File: config.mk
export PLATFORM = sky130hd
export DESIGN_NAME = utf8_char_extract_latin1_fallback_top
export DESIGN_NICKNAME = d
export VERILOG_FILES = /design/src/hw/rtl/u8cx_pkg.sv /design/src/hw/rtl/u8cx_in_reg.sv /design/src/hw/rtl/u8cx_decode.sv /design/src/hw/rtl/u8cx_out_reg.sv /design/src/hw/rtl/utf8_char_extract_latin1_fallback_top.sv
export VERILOG_INCLUDE_DIRS = /design/src /design/src/hw/rtl
export SDC_FILE = /design/constraint.sdc
export NUM_CORES = 1
export LEC_CHECK = 0
export BUFFER_PORTS_ARGS = -buffer_cell sky130_fd_sc_hd__buf_4
export CAP_MARGIN = 20
export CORE_ASPECT_RATIO = 0.5
export CORE_MARGIN = 2
export CORE_UTILIZATION = 54
export DETAILED_ROUTE_END_ITERATION = 8
export PLACE_DENSITY_LB_ADDON = 0.15
export SYNTH_ARGS = -nofsm -noshare
export SYNTH_HDL_FRONTEND = slang
export SYNTH_HIERARCHICAL = 1
export SYNTH_SLANG_ARGS = --single-unit
File: constraint.sdc
create_clock -name clk -period 2.1 [get_ports clk]
set_input_delay 0.21 -clock clk [delete_from_list [all_inputs] [get_ports clk]]
set_output_delay 0.21 -clock clk [all_outputs]
set_load 0.03 [all_outputs]
File: src/hw/rtl/assert_macros.svh
// Assertion macros for the top level RTL file, which checks its own logic.
`ifndef ASSERT_MACROS_SVH
`define ASSERT_MACROS_SVH

// Check an implication on every rising clock edge outside reset.
`define ASSERT_CLK(label, prop, msg) \
  label: assert property (@(posedge clk) disable iff (rst) (prop)) else $error(msg);

// Check that a condition never holds on a rising clock edge outside reset.
`define ASSERT_NEVER(label, cond, msg) \
  label: assert property (@(posedge clk) disable iff (rst) !(cond)) else $error(msg);

`endif

File: src/hw/rtl/u8cx_pkg.sv
// Types, codes and constants of the UTF-8 character extractor.
`default_nettype none

package u8cx_pkg;

  localparam int unsigned WIN_BYTES = 4;
  localparam int unsigned USED_W    = 3;

  localparam logic [7:0] NUL_BYTE  = 8'h00;
  localparam logic [7:0] LAT_LEAD  = 8'hC2;
  localparam logic [1:0] CONT_TAG  = 2'b10;
  localparam logic [2:0] LEAD2_TAG = 3'b110;
  localparam logic [3:0] LEAD3_TAG = 4'b1110;
  localparam logic [4:0] LEAD4_TAG = 5'b11110;

  typedef enum logic [1:0] {
    ST_OK  = 2'd0,
    ST_END = 2'd1,
    ST_BAD = 2'd2
  } status_t;

  typedef logic [WIN_BYTES-1:0][7:0] win_t;

  typedef struct packed {
    logic              from_latin1;
    status_t           status;
    logic [USED_W-1:0] consumed;
    win_t              chars;
  } res_t;

endpackage

`default_nettype wire

File: src/hw/rtl/u8cx_in_reg.sv
// Input register stage holding one byte window.
`default_nettype none

module u8cx_in_reg
  import u8cx_pkg::*;
(
  input  wire logic clk,
  input  wire logic rst,
  input  wire logic up_valid,
  output logic      up_ready,
  input  wire win_t up_win,
  output logic      dn_valid,
  input  wire logic dn_ready,
  output win_t      dn_win
);

  logic valid;
  win_t win;

  assign up_ready = !valid || dn_ready;
  assign dn_valid = valid;
  assign dn_win   = win;

  always_ff @(posedge clk) begin
    if (rst) begin
      valid <= 1'b0;
    end else if (up_ready) begin
      valid <= up_valid;
    end
    if (up_ready && up_valid) begin
      win <= up_win;
    end
  end

endmodule

`default_nettype wire

File: src/hw/rtl/u8cx_decode.sv
// Classification and extraction of one UTF-8 character from a byte window.
`default_nettype none

module u8cx_decode
  import u8cx_pkg::*;
(
  input  wire win_t win,
  output res_t      res
);

  logic c1;
  logic c2;
  logic c3;

  assign c1 = (win[1][7:6] == CONT_TAG);
  assign c2 = (win[2][7:6] == CONT_TAG);
  assign c3 = (win[3][7:6] == CONT_TAG);

  always_comb begin
    res = '{from_latin1: 1'b0, status: ST_BAD, consumed: '0, chars: '0};
    priority if (win[0] == NUL_BYTE) begin
      res.status = ST_END;
    end else if (!win[0][7]) begin
      res.status   = ST_OK;
      res.consumed = USED_W'(1);
      res.chars[0] = win[0];
    end else if (!c1) begin
      // re-encode a lone high byte as Latin-1
      res.status      = ST_OK;
      res.consumed    = USED_W'(1);
      res.from_latin1 = 1'b1;
      res.chars[0]    = LAT_LEAD + {7'd0, win[0][6]};
      res.chars[1]    = {CONT_TAG, win[0][5:0]};
    end else if (win[0][7:5] == LEAD2_TAG) begin
      res.status   = ST_OK;
      res.consumed = USED_W'(2);
      res.chars[0] = win[0];
      res.chars[1] = win[1];
    end else if ((win[0][7:4] == LEAD3_TAG) && c2) begin
      res.status   = ST_OK;
      res.consumed = USED_W'(3);
      res.chars[0] = win[0];
      res.chars[1] = win[1];
      res.chars[2] = win[2];
    end else if ((win[0][7:3] == LEAD4_TAG) && c2 && c3) begin
      res.status   = ST_OK;
      res.consumed = USED_W'(4);
      res.chars    = win;
    end else begin
      res.status = ST_BAD;
    end
  end

endmodule

`default_nettype wire

File: src/hw/rtl/u8cx_out_reg.sv
// Result register stage holding one decoded character.
`default_nettype none

module u8cx_out_reg
  import u8cx_pkg::*;
(
  input  wire logic clk,
  input  wire logic rst,
  input  wire logic up_valid,
  output logic      up_ready,
  input  wire res_t up_res,
  output logic      dn_valid,
  input  wire logic dn_ready,
  output res_t      dn_res
);

  logic valid;
  res_t res;

  assign up_ready = !valid || dn_ready;
  assign dn_valid = valid;
  assign dn_res   = res;

  always_ff @(posedge clk) begin
    if (rst) begin
      valid <= 1'b0;
    end else if (up_ready) begin
      valid <= up_valid;
    end
    if (up_ready && up_valid) begin
      res <= up_res;
    end
  end

endmodule

`default_nettype wire

File: src/hw/rtl/utf8_char_extract_latin1_fallback_top.sv
// Top level of the UTF-8 character extractor with Latin-1 fallback.
//
//   channel   dir  tdata                                   tuser
//   s_axis    in   byte0..byte3 (32 bits)                  -
//   m_axis    out  char_byte0..3, consumed (40 bits)       status, from_latin1
//
// One word per cycle sustained while m_axis_tready stays high; each word passes
// through the input register, the decoder and then the result register.
// Reset clears both stage valid flags; no clearing pass follows.
// A stall on m_axis fills the result register, then the input register, then
// drops s_axis_tready; both stages hold their words until taken.
`default_nettype none
`include "assert_macros.svh"

module utf8_char_extract_latin1_fallback_top
  import u8cx_pkg::*;
(
  input  wire logic        clk,
  input  wire logic        rst,
  input  wire logic        s_axis_tvalid,
  output logic             s_axis_tready,
  input  wire logic [31:0] s_axis_tdata,  // byte0, byte1, byte2, byte3
  output logic             m_axis_tvalid,
  input  wire logic        m_axis_tready,
  output logic [39:0]      m_axis_tdata,  // char_byte0..3, consumed, zero pad
  output logic [2:0]       m_axis_tuser   // status, from_latin1
);

  logic mid_valid;
  logic mid_ready;
  win_t mid_win;
  res_t dec_res;
  res_t out_res;

  u8cx_in_reg u_in_reg (
    .clk      (clk),
    .rst      (rst),
    .up_valid (s_axis_tvalid),
    .up_ready (s_axis_tready),
    .up_win   (win_t'(s_axis_tdata)),
    .dn_valid (mid_valid),
    .dn_ready (mid_ready),
    .dn_win   (mid_win)
  );

  u8cx_decode u_decode (
    .win (mid_win),
    .res (dec_res)
  );

  u8cx_out_reg u_out_reg (
    .clk      (clk),
    .rst      (rst),
    .up_valid (mid_valid),
    .up_ready (mid_ready),
    .up_res   (dec_res),
    .dn_valid (m_axis_tvalid),
    .dn_ready (m_axis_tready),
    .dn_res   (out_res)
  );

  assign m_axis_tdata = {5'd0, out_res.consumed, out_res.chars};
  assign m_axis_tuser = {out_res.from_latin1, out_res.status};

  `ASSERT_CLK(a_used_iff_ok, m_axis_tvalid |-> ((out_res.consumed == '0) == (out_res.status != ST_OK)), "consumed count disagrees with status")
  `ASSERT_CLK(a_latin1_shape, (m_axis_tvalid && out_res.from_latin1) |-> (out_res.consumed == USED_W'(1) && out_res.status == ST_OK && out_res.chars[1][7:6] == CONT_TAG), "bad Latin-1 result")
  `ASSERT_CLK(a_fail_zero, (m_axis_tvalid && out_res.status != ST_OK) |-> (out_res.chars == '0 && !out_res.from_latin1), "end or error word carries data")
  `ASSERT_NEVER(a_mid_drop, mid_valid && !mid_ready && s_axis_tready, "input stage open while holding a stalled word")

endmodule

`default_nettype wire

; Word-level counts from Yosys, hierarchy flattened
; Cells that the tools add are included.
[classes]
n_addsub = 1
eq_ne = 6
muxes = 11
n_bitwise = 3
reduce_logical = 15
[op_table]
columns = cell, n
row1 = 2-to-1 mux 35 bit, 1
row2 = 2-to-1 mux 16 bit, 2
row3 = 2-to-1 mux 24 bit, 1
row4 = 2-to-1 mux 4 bit, 4
row5 = "adder 7 x 2 -> 8 bit, first input constant", 1
row6 = logical NOT 8 bit, 1
row7 = 2-to-1 mux 7 bit, 1
row8 = "equality test 2 bit, second input constant", 3
row9 = OR reduction 6 bit, 1
row10 = "equality test 5 bit, second input constant", 1
row11 = logical AND 1 bit, 5
row12 = OR reduction 5 bit, 1
row13 = "equality test 4 bit, second input constant", 1
row14 = OR reduction 4 bit, 1
row15 = "equality test 3 bit, second input constant", 1
row16 = NOT 1 bit, 3
row17 = OR reduction 3 bit, 1
row18 = logical NOT 1 bit, 2
row19 = logical OR 1 bit, 2
row20 = 2-to-1 mux 2 bit, 1
row21 = OR reduction 2 bit, 1
row22 = 2-to-1 mux 1 bit, 1
[totals]
register_bits = 72
out_inout_bits = 45
word_cells = 54

; Logic depth before layout (Yosys ltp)
[logic_depth]
word_depth = 8
depth_mapped = 5
depth_no_buf = 5

; By module
; Netlist, hierarchy kept.
[by_module_without_submodules]
columns = module, instances, cells_per_inst, area_each_um2, seq_area_each_um2
row1 = u8cx_out_reg, 1, 43, 1196.1, 1161.1
row2 = u8cx_in_reg, 1, 37, 1016.0, 980.9
row3 = u8cx_decode, 1, 68, 452.9, 0.0
row4 = utf8_char_extract_latin1_fallback_top, 1, 6, 41.3, 0.0

; Worst setup path before layout
; OpenSTA, ideal clock, no wires.
[synth_path]
path_type = register to register
start = register u_out_reg.valid, in the netlist u_out_reg/dn_valid
end = register u_in_reg.win (netlist bit u_in_reg/dn_win[0]), enable pin
setup_time_ns = 0.340
t_arrival_ns = 1.086
required_time_ns = 1.760
slack_ns = 0.675
stages_incl_launch_ff = 4
path_cell_list = dfxtp_1 > nand2b_4 > nand2b_4 > and2_4
[synth_between]
elab_chain_cells = 4
[synth_lines]
columns = element, line_no
row1 = from (decl), u8cx_out_reg.sv:17  ; logic valid;
row2 = from (signal assigned), u8cx_out_reg.sv:28  ; valid <= up_valid;
row3 = logical NOT 1 bit, u8cx_out_reg.sv:20  ; assign up_ready = !valid || dn_ready;
row4 = logical OR 1 bit, u8cx_out_reg.sv:20
row5 = named net mid_ready, utf8_char_extract_latin1_fallback_top.sv:30  ; logic mid_ready;
row6 = logical OR 1 bit, u8cx_in_reg.sv:20  ; assign up_ready = !valid || dn_ready;
row7 = named net s_axis_tready, utf8_char_extract_latin1_fallback_top.sv:21  ; output logic s_axis_tready,
row8 = logical AND 1 bit, u8cx_in_reg.sv:30  ; if (up_ready && up_valid) begin
row9 = to (signal assigned), u8cx_in_reg.sv:31  ; win <= up_win;
row10 = to (decl), u8cx_in_reg.sv:18  ; win_t win;
; The timed path passes the listed nets, and every way through them passes these cells.
; A chain may end at the register's enable or synchronous reset.

; Worst setup path after layout
[layout_path]
start = register u_in_reg.win (netlist bit u_in_reg/dn_win[7])
end = register u_out_reg.res (netlist bit u_out_reg/dn_res[11]) (data pin)
[layout_between]
elab_chain_cells = 7
elab_cells_between_ends = 13
classes_between = 3 x eq/ne / 4 x mux / 1 x bitwise / 5 x reduce/logical
[layout_lines]
columns = element, line_no
row1 = equality test 5 bit, u8cx_decode.sv:45  ; end else if ((win[0][7:3] == LEAD4_TAG) && c2 && c3) begin
row2 = logical AND 1 bit (2 in a row), u8cx_decode.sv:45
row3 = 2-to-1 mux 35 bit, u8cx_decode.sv:45
row4 = 2-to-1 mux 24 bit, u8cx_decode.sv:39  ; end else if ((win[0][7:4] == LEAD3_TAG) && c2) begin
row5 = 2-to-1 mux 16 bit, u8cx_decode.sv:34  ; end else if (win[0][7:5] == LEAD2_TAG) begin
row6 = 2-to-1 mux 16 bit, u8cx_decode.sv:27  ; end else if (!c1) begin
row7 = to (signal assigned), u8cx_out_reg.sv:31  ; res <= up_res;
row8 = to (decl), u8cx_out_reg.sv:18  ; res_t res;
; Parallel ways exist; a longest one is shown, timed or not.

==> impl_metrics.env <==
export IMPL_status="completed"
export IMPL_insertion_delay_ns=0.33
export IMPL_grt_usage_pct=16.83
export IMPL_post_synth_mux_area_share_pct=0
export IMPL_ctsResizeCount=0
export IMPL_grt_max_degree=39
export IMPL_post_place_ws_ns=0.3918
export IMPL_drc=0
export IMPL_synthAdderAreaFrac_pct=0
export IMPL_postCtsSetupRepairBufs=0
export IMPL_power_leakage_nw=1.360
export IMPL_ys_warn_count=6
export IMPL_synth_seq_area_share_pct=79.15
export IMPL_first_pass_iters=4
export IMPL_drv_cap=0
export IMPL_drt_initial_drc_count=75
export IMPL_synth_seq_cells=72
export IMPL_critPathLaunch="u_in_reg/dn_win[7]$_DFFE_PP_"
export IMPL_fp_dieH_um=54.06
export IMPL_wl_um=4405
export IMPL_finalSetupTns_ns=0
export IMPL_synth_cell_types=33
export IMPL_die_area_um2=5628
export IMPL_avgSynthCellArea_um2=17.57
export IMPL_p_seq_share_pct=54.5
export IMPL_cts_max_path_buffers=2
export IMPL_crit_buf_inv=0
export IMPL_min_period_over_period_pct=81.43
export IMPL_fmax_mhz=584.8
export IMPL_ios=81
export IMPL_cp_cell_sequence="and4b_2 -> o211ai_4 -> a21oi_2 -> a22o_1"
export IMPL_ctsHoldBuffers=0
export IMPL_syn_to_final_growth_pct=29.91
export IMPL_cp_slowest_cell="edfxtp_1"
export IMPL_syn_inst=154
export IMPL_min_path_type="in2reg"
export IMPL_max_vdd_ir_drop_v=0.0006061
export IMPL_grt_ovfl_total=0
export IMPL_clockRootBuffer="clkbuf_8"
export IMPL_place_area_um2=3307
export IMPL_syn_cell_area_um2=2706
export IMPL_hold_violations=0
export IMPL_cp_start_kind="flip-flop"
export IMPL_clk_pin_slew_ns=0.07
export IMPL_grt_pass1_vias=1392
export IMPL_core_area_um2=4865
export IMPL_combPwrFrac_pct=9.2
export IMPL_power_switching_w=0.0006770
export IMPL_clkPwrFrac_pct=36.3
export IMPL_crit_required_ns=2.30
export IMPL_arrival_ns=1.91
export IMPL_r2r_start="u_in_reg/dn_win[7]$_DFFE_PP_"
export IMPL_setup_viol=0
export IMPL_die_w_um=104.1
export IMPL_htree_num_levels=3
export IMPL_grt_pass1_wl_um=6651
export IMPL_wl_per_cell_um=14.21
export IMPL_slowest_delay_ns=0.57
export IMPL_powerDensity_nw_per_um2=885.1
export IMPL_r2r_setup_slack_ns=0.39
export IMPL_endpoint_kind="flip-flop"
export IMPL_n_antenna_cell=0
export IMPL_post_route_min_period_ns=1.710
export IMPL_cts_inserted_buffers=9
export IMPL_ant_nets=0
export IMPL_rsz0062_at_grt="no"
export IMPL_p_int_w=0.002435
export IMPL_tritoncts="done"
export IMPL_synth_xor_area_share_pct=0
export IMPL_place_gp_congestion=0.8053
export IMPL_vias=1502
export IMPL_yosys_area_share_simple_pct=12.58
export IMPL_stdcell_count=310
export IMPL_drv_slew=0
export IMPL_hold_ws_ns=0.03984
export IMPL_synth_top_family_by_area="simple AND/OR/NAND/NOR gates"
export IMPL_swShare_pct=21.75
export IMPL_skew_ns=0.004603
export IMPL_row_count=18
export IMPL_setup_slack_ns=0.3901
export IMPL_critPathKind="reg2reg"
export IMPL_start_util_pct=55.63
export IMPL_antenna_found_initial=0
export IMPL_viasPerCell=4.845
export IMPL_final_nets=272
export IMPL_numPortBuffers=75
export IMPL_dp_cells=295
export IMPL_cpLargestDelayFamily="compound AO/OA/AOI/OAI gates"
export IMPL_critPathMaxFanout=11
export IMPL_design_area_um2=3516
export IMPL_clock_sinks=72
export IMPL_worstHoldStart="rst"
export IMPL_drive_gt1_share_pct=44.17
export IMPL_dp_hpwl_um=3092
export IMPL_synth_compound_gate_area_share_pct=4.762
[flip-flops by register name, summed over array words and instances (netlist names)]
signal and cells:
u_out_reg/dn_res 38, u_in_reg/dn_win 32, u_in_reg/dn_valid 1, u_out_reg/dn_valid 1
[cell families (layout without fill, tap and decap cells)]
group                  after synthesis  after routing
other                                2              8
AND/OR/NAND/NOR                     51             51
buffers and inverters               14             94
AO/OA/AOI/OAI                       15             15
flip-flops                          72             72
[cell usage in the layout (no fill, tap or decap), drive strengths merged]
cell      Yosys  layout
nand4         1       1
buf          10      75
a2bb2oi       1       1
a311oi        1       1
and2b         1       1
clkinv        1       3
nand2         7       7
nor2         10      10
a22o          5       5
a21oi         6       6
nor3b         1       1
nor4          1       1
nand2b        4       4
bufinv        0       2
and3          4       4
and2         16      16
nand3b        1       1
nand3         3       3
conb          2       8
o21ai         1       1
edfxtp       70      70
inv           3       3
o211ai        1       1
dfxtp         2       2
and4b         1       1
clkinvlp      0       2
clkbuf        0       9
nor3          1       1
[cell type report]
| cell class | instances | area (um^2) |
|---|---|---|
| Multi-Input combinational cell | 74 | 499.2 |
| Inverter | 4 | 15.01 |
| Clock inverter | 6 | 85.08 |
| Fill cell | 332 | 1349 |
| Timing Repair Buffer | 75 | 563.0 |
| Clock buffer | 9 | 123.9 |
| Sequential cell | 72 | 2142 |
| Tap cell | 70 | 87.58 |
[cells in the mapped netlist]
cell type / number / area share, %
a21oi_2: 3 / 0.97
and2b_1: 1 / 0.28
buf_4: 9 / 2.5
nand3_1: 3 / 0.55
nand4_4: 1 / 0.79
edfxtp_1: 70 / 78
and3_1: 3 / 0.69
nor3b_2: 1 / 0.46
nand3b_1: 1 / 0.28
buf_2: 1 / 0.18
nor2_4: 1 / 0.42
a311oi_1: 1 / 0.32
a22o_1: 5 / 1.6
dfxtp_1: 2 / 1.5
nor3_2: 1 / 0.37
and3_4: 1 / 0.42
o21ai_0: 1 / 0.18
a2bb2oi_1: 1 / 0.32
conb_1: 2 / 0.28
nand2b_4: 2 / 1.0
inv_2: 1 / 0.14
clkinv_1: 1 / 0.14
a21oi_1: 3 / 0.55
nand2_1: 7 / 0.97
inv_1: 2 / 0.28
nor2_2: 1 / 0.23
o211ai_4: 1 / 0.79
nand2b_1: 2 / 0.46
nor4_1: 1 / 0.23
and2_1: 14 / 3.2
and4b_2: 1 / 0.42
and2_4: 2 / 0.65
nor2_1: 8 / 1.1
[layer usage]
metal / routed length, um / share of wire [%] / vias up / GRT usage (%)
met5: 0 / 0 / - / 0
met3: 330 / 7.5 / 6 / 6.416
li1: - / - / 717 / -
met4: 60 / 1.4 / 0 / 9.459
met1: 1783 / 40 / 714 / 18.98
met2: 2230 / 51 / 65 / 28.95
[power by group through the flow]
stage               combinational (W)  sequential, W  clock (W)
floorplan                   0.0000992        0.00180          0
global placement             0.000281        0.00173          0
detailed placement           0.000288        0.00173          0
CTS                          0.000288        0.00170    0.00115
global route                 0.000304        0.00170    0.00122
finish                       0.000285        0.00170    0.00113
[path summary, 6_finish.rpt]
kind | to | depth (start not counted)
max | u_out_reg/dn_res[11]$_DFFE_PP_ | 4
min | u_out_reg/dn_valid$_SDFFE_PP0P_ | 2
max reg2reg | u_out_reg/dn_res[11]$_DFFE_PP_ | 4
min reg2reg | u_out_reg/dn_valid$_SDFFE_PP0P_ | 2
[through the flow]
step	utilization, %	power (W)
after global routing	72.27	0.003227
final	72.27	0.003112
after floorplan	-	0.001897
after detailed placement	67.98	0.002017
after CTS	72.27	0.003139
after global placement	67.98	0.002006
Power figures use the tool's default switching activity.
